## src/rtl/edf_pkg.sv

```systemverilog
// Shared constants, types and a helper function of the detector frame block.
package edf_pkg;

    localparam int TrigIterDefault = 16;
    localparam int AtanEntries     = 24;
    localparam int QueueDepth      = 2;
    localparam int QueuePtrW       = $clog2(QueueDepth);
    localparam int QueueCntW       = $clog2(QueueDepth + 1);

    // Rotator widths: x and y in Q2.30 with headroom, z as a 32-bit binary angle plus sign.
    localparam int XW = 34;
    localparam int ZW = 33;
    // Math widths: Q2.30 operands, full products, center accumulator.
    localparam int MW = 36;
    localparam int PW = 2 * MW;
    localparam int CW = 56;

    localparam logic [XW-1:0] CordicGain = XW'(652032874);

    localparam logic [29:0] AtanTab [AtanEntries] = '{
        30'd536870912, 30'd316933406, 30'd167458907, 30'd85004756, 30'd42667331,
        30'd21354465,  30'd10679838,  30'd5340245,   30'd2670163,  30'd1335087,
        30'd667544,    30'd333772,    30'd166886,    30'd83443,    30'd41722,
        30'd20861,     30'd10430,     30'd5215,      30'd2608,     30'd1304,
        30'd652,       30'd326,       30'd163,       30'd81
    };

    typedef enum logic [1:0] {
        SelX      = 2'd0,
        SelY      = 2'd1,
        SelZ      = 2'd2,
        SelCenter = 2'd3
    } t_vsel;

    // One pose after classification. Lanes are 0 beta, 1 alpha, 2 phi.
    typedef struct packed {
        logic [5:0]        tag;
        logic [2:0]        flip;
        logic [2:0][15:0]  ang;
        logic [2:0][31:0]  ctr;
    } t_item;

    typedef struct packed {
        logic full;
        logic empty;
    } t_qstat;

    // Sine and cosine of the three angles in Q2.30, with the pose's other fields.
    typedef struct packed {
        logic [5:0]          tag;
        logic [2:0][31:0]    ctr;
        logic [2:0][XW-1:0]  s;
        logic [2:0][XW-1:0]  c;
    } t_trig;

    function automatic logic [31:0] sat32(input logic signed [CW-1:0] v);
        logic [31:0] res;
        if ((&v[CW-1:31]) || !(|v[CW-1:31])) begin
            res = v[31:0];
        end else if (v[CW-1]) begin
            res = 32'h8000_0000;
        end else begin
            res = 32'h7FFF_FFFF;
        end
        return res;
    endfunction

endpackage

```

## src/rtl/edf_front.sv

```systemverilog
// Front end: forms phi and folds each angle into the rotator's convergence range.
module edf_front
    import edf_pkg::*;
(
    input  logic        i_start,
    input  logic        i_busy,
    input  logic [5:0]  i_det_index,
    input  logic [15:0] i_beta,
    input  logic [15:0] i_alpha,
    input  logic [15:0] i_phi_base,
    input  logic [15:0] i_phi_offset,
    input  logic [31:0] i_center_x,
    input  logic [31:0] i_center_y,
    input  logic [31:0] i_center_z,
    output logic        o_push,
    output t_item       o_item
);

    logic [2:0][15:0] raw;
    logic [2:0][15:0] quad;

    assign raw[0] = i_beta;
    assign raw[1] = i_alpha;
    assign raw[2] = i_phi_base + i_phi_offset;

    // Angles in the left half plane are turned by a half turn; the result is negated later.
    always_comb begin
        o_item.tag    = i_det_index;
        o_item.ctr[0] = i_center_x;
        o_item.ctr[1] = i_center_y;
        o_item.ctr[2] = i_center_z;
        for (int l = 0; l < 3; l++) begin
            quad[l]         = raw[l] + 16'h4000;
            o_item.flip[l]  = quad[l][15];
            o_item.ang[l]   = quad[l][15] ? (raw[l] ^ 16'h8000) : raw[l];
        end
    end

    assign o_push        = i_start && !i_busy;

endmodule

```

## config.mk

```make
export PLATFORM = sky130hd
export DESIGN_NAME = edf_front
export DESIGN_NICKNAME = d
export VERILOG_FILES = /design/src/rtl/edf_pkg.sv /design/src/rtl/edf_front.sv
export SDC_FILE = /design/constraint.sdc
export NUM_CORES = 1
export LEC_CHECK = 0
export ABC_CLOCK_PERIOD_IN_PS = 2400
export BUFFER_PORTS_ARGS = -buffer_cell sky130_fd_sc_hd__buf_2
export CAP_MARGIN = 20
export CORE_AREA = 2 2 126 128
export DETAILED_ROUTE_END_ITERATION = 12
export DIE_AREA = 0 0 128 130
export GPL_ROUTABILITY_DRIVEN = 0
export REMOVE_ABC_BUFFERS = 1
export SETUP_SLACK_MARGIN = 0.4
export SLEW_MARGIN = 0
export SYNTH_ARGS = -nofsm -noshare
export SYNTH_HDL_FRONTEND = slang
export SYNTH_SLANG_ARGS = --single-unit
```

## constraint.sdc

```tcl
create_clock -name vclk -period 2.4
set_input_delay 0.24 -clock vclk [all_inputs]
set_output_delay 0.24 -clock vclk [all_outputs]
set_load 0.02 [all_outputs]
```

==> results.cfg <==
[outcome]
outcome = completed

[die]
die_w_um = 128
core_um2 = 15400
ios = 322
die_h_um = 130
dieArea_um2 = 16600
start_util = 0.113
num_rows = 46

[timing]
max_freq_ghz = 0.430
fin_ws_ps = 74.1
slew-limit-headroom = 0.747
min_period_ps = 2330
finalSetupTns_ps = 0
tightestPinTransition_ps = 380
timing.hold.ws_ps = 480
drv_slew = 0
setup_viol = 0
min_period_over_period = 0.969
rsz0062_at_grt = true
hold_viol = 0

[setup_path]
cp.arrival_ps = 2090
startpoint_type = input port
max_stage_delay_ps = 390
crit_required_ps = 2160
cpMostUsedCell = buf_4
crit_path_end_kind = output pin
worstSetupPathType = input port to output pin
cp_max_fo = 2
cpMaxStageDelayCell = fa_2
crit_chain = buf_6 -> ha_4 -> fa_2 -> a211oi_4 -> o21ai_2 -> a31oi_4 -> o221ai_4 -> buf_4 -> xor2_4 -> buf_4

[logic_synthesis]
avgSynthCellArea_um2 = 7.58
synth_top_family_by_area = buffers and inverters
yosysWarningCount = 0
synth-simple-area-share = 0.0553
synthTopCellsByArea = buf_4 (57%), ha_1 (11%), xnor2_1 (5.0%), xor2_1 (3.0%), a21oi_1 (2.9%)
synthCells = 230
ys_types = 33
post_synth_fa_ha_maj_area_fraction = 0.119
yosys-mux-area-fraction = 0
synth_compound_area_frac = 0.159
synth_area_um2 = 1740
synth_xor_area_frac = 0.0804
synth-seq-area-share = 0
synth_top_area_share = 0.573
synth_top_area_cell = buf_4

[placement]
dpl_cell_area_um2 = 1310
portBuffers = 62
dp_hpwl_um = 23000
dpl_worst_slack_ps = -178

[flow_run]
cap_violations = 0

[finish]
num_antenna_cells = 0
design_area_um2 = 1620
area_delta_synth_final_pct = -7.18
clkbuf_count = 0
register_area_um2 = 0
drive_gt1_frac = 0.614
nNetsFinal = 352
seq_cell_count = 0
nFillCells = 1788

[detailed_routing]
drt-vias-per-instance = 4.00
drc = 0
vias = 1432
wl_per_cell_um = 66.4
drt-total-wl_um = 23800
drt_iter0_drc = 125
drtAntennaViolNets = 0
first_pass_iters = 4

[pwr]
power_uw = 571
p_clk_frac = 0
switching_share = 0.541
p_per_area_nw_per_um2 = 353
p_switching_uw = 309
p_leak_nw = 0.663
p_seq_frac = 0
p_comb_frac = 1.000
peakVddDrop_v = 0.000120
p_int_uw = 262

[grt]
antenna_found_initial = 1
grt_pass1_vias = 1274
grt_max_degree = 8
grt_pass1_wl_um = 26300
grtUsageTotal = 0.272
overflow = 0

[worst_hold_path]
hp-class = input port to output pin
==> path summary, 6_finish.rpt <==
kind	startpoint	to	slack, ps	depth (start not counted)
worst max-delay path	i_phi_offset[0]	o_item[143]	70	10
worst min-delay path	i_beta[4]	o_item[100]	480	0
==> power groups by stage <==
stage	clock (mW)	sequential [mW]	combinational, mW
6_report	0	0	0.571
5_1_grt	0	0	0.617
4_1_cts	0	0	0.511
3_5_place_dp	0	0	0.440
3_3_place_gp	0	0	0.436
2_1_floorplan	0	0	0.271
==> layout make-up <==
cell class / count / area [um^2] / share of cell area
timing repair buffer: 72 / 453 / 0.280
inverter: 3 / 11.3 / 0.00696
multi-input combinational: 91 / 913 / 0.565
tap: 192 / 240 / 0.148
==> placed cells by master, fill, tap and decap left out, types with 2 or more instances in the layout <==
master,Yosys,final
a211oi_1,4,2
a211oi_4,0,2
a21o_1,3,3
a21oi_1,10,9
a22oi_2,0,2
buf_2,0,47
buf_4,133,17
buf_6,0,8
ha_1,15,8
ha_2,0,3
ha_4,0,4
inv_1,3,3
nand2_1,3,3
nand4_1,3,3
nor2_1,8,6
nor2_2,0,2
o21ai_0,7,5
o21ai_1,1,3
xnor2_1,10,7
xnor2_2,0,3
xor2_1,6,5
==> critical path, delay by kind of cell <==
kind | cells | cell delay (ps)
adder cells (fa/ha/maj) | 2 | 550
XOR/XNOR | 1 | 150
buffers and inverters | 3 | 460
AO/OA/AOI/OAI | 4 | 700
==> metal layers <==
metal | routed length [um] | global-route usage
met1 | 2410 | 0.0744
met5 | 75 | 0.0235
met4 | 1370 | 0.125
met3 | 7440 | 0.406
met2 | 12500 | 0.519
==> repair_timing <==
action | CTS | global route
pin swaps | 13 | 7
resized for setup | 31 | 23
endpoints found under the setup margin | 12 | 13
hold buffers | 0 | 0
buffers inserted | 5 | 1
==> synth_stat cells (2+ instances only) <==
master,n
nand2_1,3
a211oi_1,4
o21ai_0,7
xor2_1,6
a21oi_1,10
a22oi_1,2
inv_1,3
a21boi_1,2
ha_1,15
buf_4,133
xnor2_1,10
nor2_1,8
clkbuf_1,3
a21o_1,3
nand4_1,3
==> cell families after synthesis <==
logic type                 Yosys count
and+or+nand+nor                     20
buffers and inverters              139
adders and majority gates           16
AOI/OAI and AO/OA                   39
xor gates and xnor gates            16
==> stage by stage <==
step	cells	util
3_5_place_dp	352	0.0852
2_1_floorplan	94	-
4_1_cts	357	0.0962
5_1_grt	358	0.105
6_report	358	0.105
3_3_place_gp	352	0.0852
Power figures use the tool's default switching activity.
