--- config.mk ---
export PLATFORM = sky130hd
export DESIGN_NAME = edf_queue
export DESIGN_NICKNAME = d
export VERILOG_FILES = /design/src/rtl/edf_pkg.sv /design/src/rtl/edf_queue.sv
export SDC_FILE = /design/constraint.sdc
export NUM_CORES = 1
export LEC_CHECK = 0
export BUFFER_PORTS_ARGS = -buffer_cell sky130_fd_sc_hd__buf_2
export CAP_MARGIN = 20
export CORE_MARGIN = 8
export CORE_UTILIZATION = 26
export CTS_CLUSTER_DIAMETER = 100
export DETAILED_ROUTE_END_ITERATION = 8
export GPL_ROUTABILITY_DRIVEN = 0
export GPL_TIMING_DRIVEN = 0
export PLACE_DENSITY = 0.53
export SYNTH_ARGS = -nofsm -noshare
export SYNTH_HDL_FRONTEND = slang
export SYNTH_SLANG_ARGS = --single-unit
--- constraint.sdc ---
create_clock -name i_clk -period 15.7 [get_ports i_clk]
set_clock_uncertainty 0.15 [all_clocks]
set_input_delay 0.785 -clock i_clk [delete_from_list [all_inputs] [get_ports i_clk]]
set_output_delay 0.785 -clock i_clk [all_outputs]
set_load 0.1 [all_outputs]
--- src/rtl/edf_pkg.sv ---
// Shared constants, types and a helper function of the detector frame block.
package edf_pkg;

    localparam int TrigIterDefault = 16;
    localparam int AtanEntries     = 24;
    localparam int QueueDepth      = 2;
    localparam int QueuePtrW       = $clog2(QueueDepth);
    localparam int QueueCntW       = $clog2(QueueDepth + 1);

    // Rotator widths: x and y in Q2.30 with headroom, z as a 32-bit binary angle plus sign.
    localparam int XW = 34;
    localparam int ZW = 33;
    // Math widths: Q2.30 operands, full products, center accumulator.
    localparam int MW = 36;
    localparam int PW = 2 * MW;
    localparam int CW = 56;

    localparam logic [XW-1:0] CordicGain = XW'(652032874);

    localparam logic [29:0] AtanTab [AtanEntries] = '{
        30'd536870912, 30'd316933406, 30'd167458907, 30'd85004756, 30'd42667331,
        30'd21354465,  30'd10679838,  30'd5340245,   30'd2670163,  30'd1335087,
        30'd667544,    30'd333772,    30'd166886,    30'd83443,    30'd41722,
        30'd20861,     30'd10430,     30'd5215,      30'd2608,     30'd1304,
        30'd652,       30'd326,       30'd163,       30'd81
    };

    typedef enum logic [1:0] {
        SelX      = 2'd0,
        SelY      = 2'd1,
        SelZ      = 2'd2,
        SelCenter = 2'd3
    } t_vsel;

    // One pose after classification. Lanes are 0 beta, 1 alpha, 2 phi.
    typedef struct packed {
        logic [5:0]        tag;
        logic [2:0]        flip;
        logic [2:0][15:0]  ang;
        logic [2:0][31:0]  ctr;
    } t_item;

    typedef struct packed {
        logic full;
        logic empty;
    } t_qstat;

    // Sine and cosine of the three angles in Q2.30, with the pose's other fields.
    typedef struct packed {
        logic [5:0]          tag;
        logic [2:0][31:0]    ctr;
        logic [2:0][XW-1:0]  s;
        logic [2:0][XW-1:0]  c;
    } t_trig;

    function automatic logic [31:0] sat32(input logic signed [CW-1:0] v);
        logic [31:0] res;
        if ((&v[CW-1:31]) || !(|v[CW-1:31])) begin
            res = v[31:0];
        end else if (v[CW-1]) begin
            res = 32'h8000_0000;
        end else begin
            res = 32'h7FFF_FFFF;
        end
        return res;
    endfunction

endpackage

--- src/rtl/edf_queue.sv ---
// Short queue of classified items between the front end and the rotator.
module edf_queue
    import edf_pkg::*;
(
    input  logic   i_clk,
    input  logic   i_rst_n,
    input  logic   i_push,
    input  t_item  i_item,
    input  logic   i_pop,
    output t_item  o_head,
    output t_qstat o_stat
);

    t_item                r_mem [QueueDepth];
    logic [QueuePtrW-1:0] r_wp;
    logic [QueuePtrW-1:0] r_rp;
    logic [QueueCntW-1:0] r_cnt;
    logic                 do_pop;

    assign o_stat.full  = (r_cnt == QueueCntW'(QueueDepth));
    assign o_stat.empty = (r_cnt == '0);
    assign do_pop       = i_pop && !o_stat.empty;
    assign o_head       = r_mem[r_rp];

    always_ff @(posedge i_clk) begin
        if (!i_rst_n) begin
            r_wp  <= '0;
            r_rp  <= '0;
            r_cnt <= '0;
        end else begin
            if (i_push) begin
                r_wp <= r_wp + 1'b1;
            end
            if (do_pop) begin
                r_rp <= r_rp + 1'b1;
            end
            if (i_push && !do_pop) begin
                r_cnt <= r_cnt + 1'b1;
            end else if (!i_push && do_pop) begin
                r_cnt <= r_cnt - 1'b1;
            end
        end
    end

    always_ff @(posedge i_clk) begin
        if (i_push) begin
            r_mem[r_wp] <= i_item;
        end
    end

endmodule

==> out/metrics.cfg <==
[global_route]
overflow = 0
grt_pass1_wl_mm = 37.85
antenna_found_initial = 3
track_usage = 0.09799
grt_pass1_vias = 6143
grt_max_degree = 58

[logic_synthesis]
synthTopCellsByArea = edfxtp_1 (80%), mux2_4 (9.1%), mux2_2 (8.1%)
yosysTopAreaCell = edfxtp_1
ys_seq_elements = 311
syn_nets = 656
postSynthAreaPerCell_um2 = 23.16
syn_inst = 498
yosysUniqueCellTypes = 17
seq_area_frac_synth = 0.8054
synth_top_area_share = 0.7967
syn_area_um2 = 11530
synth_warnings = 0

[critical_path]
r2r_slack_ns = 13.57
path_max_fanout = 10
crit_required_ns = 14.77
cp-start-kind = flip-flop
path_class = reg -> out
cpPeakStageDelay_ns = 0.33
worstReg2RegEnd = r_mem[0][107]$_DFFE_PP_
arrival_ns = 2.07
critPathSlowestCell = mux2_4
reg2reg_from = r_wp$_SDFFE_PN0P_
path_cells = buf_6 > buf_6 > buf_6 > mux2_4 > buf_2
cp-end-kind = output port
reg2reg_depth = 4
critical_path.most_common_cell = buf_6
path_buf_inv = 4
path_delay_family = buffers and inverters

[cts]
cts.htree.levels = 2
cts_tree = yes
cts_buffers = 35
cts_hold_buf = 0
clk_latency_ns = 0.52
root_buffer = clkbuf_16
path_clk_slew_ns = 0.06
post_cts_buffers = 0
clock-sinks = 311
cts_resized = 0
clock_path_buffers = 3

[run]
cap_viol_max_count = 0

[final_layout]
finalNetCount = 1012
multi_input_area_um2 = 2113
drive_above_1_share = 0.6102
syn2layout_area_growth_pct = 31.35
ff_latch_area_um2 = 9289
final_core_util = 0.3441
fillers = 4301

[die]
num_rows = 77
die_w_um = 226.6
io_pins = 312
design.core.area_um2 = 44030
dieArea_um2 = 51350
die_height_um = 226.6
start_util = 0.2620

[min_path]
hold_start = i_item[50]
whs_path_depth = 1
hold_end = r_mem[1][50]$_DFFE_PP_
hold_path.class = in -> reg

[drt]
drtPass1Iterations = 4
ant_nets = 0
vias = 5787
drt_iter0_drc = 234
drt-total-wl_mm = 26.07
drc = 0
wl_per_cell_um = 17.70
avgViaCountPerCell = 3.929

[timing]
slew_violations = 0
whs_ns = 0.2972
tns_ns = 0
slew_headroom = 0.4693
fin_crit_sh = 0.1916
rsz0062_at_grt = false
max_freq_mhz = 332.5
worst_pin_slew_ns = 0.7943
setup_viol = 0
finalHoldViolCount = 0
setup_slack_ns = 12.69
fin_crit_ns = 3.008

[power]
peakVddDrop_mv = 0.1581
leakagePower_nw = 5.717
power_mw = 3.062
powerDensity_nw_per_um2 = 202.1

[place]
portBuffers = 311
hpwlAfterDp_mm = 18.12
dp_slack_ns = 12.85

[status]
outcome = completed

## metrics by stage
step	instances	cell area [um2]
finish	1473	15150
global route	1473	15150
CTS	1472	15150
detailed placement	1409	14030
global placement	1401	13830
floorplan	498	11530
## area by class of cell
type / count / area share
Sequential cell: 311 / 0.6131
Multi-Input combinational cell: 170 / 0.1395
Timing Repair Buffer: 319 / 0.1153
Clock buffer: 43 / 0.06260
Tap cell: 592 / 0.04889
Clock inverter: 20 / 0.01107
Buffer: 17 / 0.009333
Antenna cell: 1 / 0.0001652
## state kept, by name (all words and copies together) (netlist names), named ones only
register	count
r_rp	1
r_wp	1
r_mem	306
r_cnt	2
## cells in the mapped netlist, drive strengths merged
| cell type | number |
|---|---|
| a21boi | 1 |
| and2 | 4 |
| buf | 17 |
| dfxtp | 5 |
| edfxtp | 306 |
| ha | 1 |
| mux2 | 153 |
| nor2 | 1 |
| nor2b | 3 |
| o21a | 1 |
| o21ai | 2 |
| or3 | 1 |
| xnor2 | 2 |
| xor2 | 1 |
## power by group
group	switching (mW)	leakage [nW]	internal [mW]
Clock	0.317	0.543	0.477
Combinational	1.01	2.26	0.277
Sequential	0.0125	2.91	0.964
## per-layer routing
layer,global-route usage,vias to the layer above,part of all wire
met4,0.04645,4,0.030
met2,0.1634,189,0.49
met1,0.1102,2835,0.39
li1,-,2714,-
met3,0.03686,45,0.084
met5,0,-,0.00088
## worst max-delay path by stage
stage	from	cells after the start	endpoint
2_1_floorplan	i_push	1	r_mem[0][0]$_DFFE_PP_
3_3_place_gp	i_push	3	r_wp$_SDFFE_PN0P_
3_5_place_dp	i_push	5	r_mem[0][103]$_DFFE_PP_
4_1_cts	flip-flop	5	o_head[90]
5_1_grt	flip-flop	5	o_head[83]
6_report	flip-flop	5	o_head[90]
## layout by cell type (no fill, tap or decap), types with 5 or more instances in the layout
master / netlist / layout
mux2_2: 83 / 83
clkbuf_16: 0 / 37
clkinv_1: 0 / 11
mux2_4: 70 / 70
edfxtp_1: 306 / 306
clkbuf_1: 0 / 6
buf_6: 9 / 9
dfxtp_1: 5 / 5
buf_2: 8 / 319
## logic make-up after synthesis
logic type / after synthesis / synth area share
mux: 153 / 0.1722
flops: 311 / 0.8054
xor+xnor: 3 / 0.002279
buf+inv: 17 / 0.01226
compound gates: 4 / 0.002169
simple gates: 9 / 0.004665
fa+ha+maj: 1 / 0.001085
Note: power is estimated with default switching activity, not from simulation.
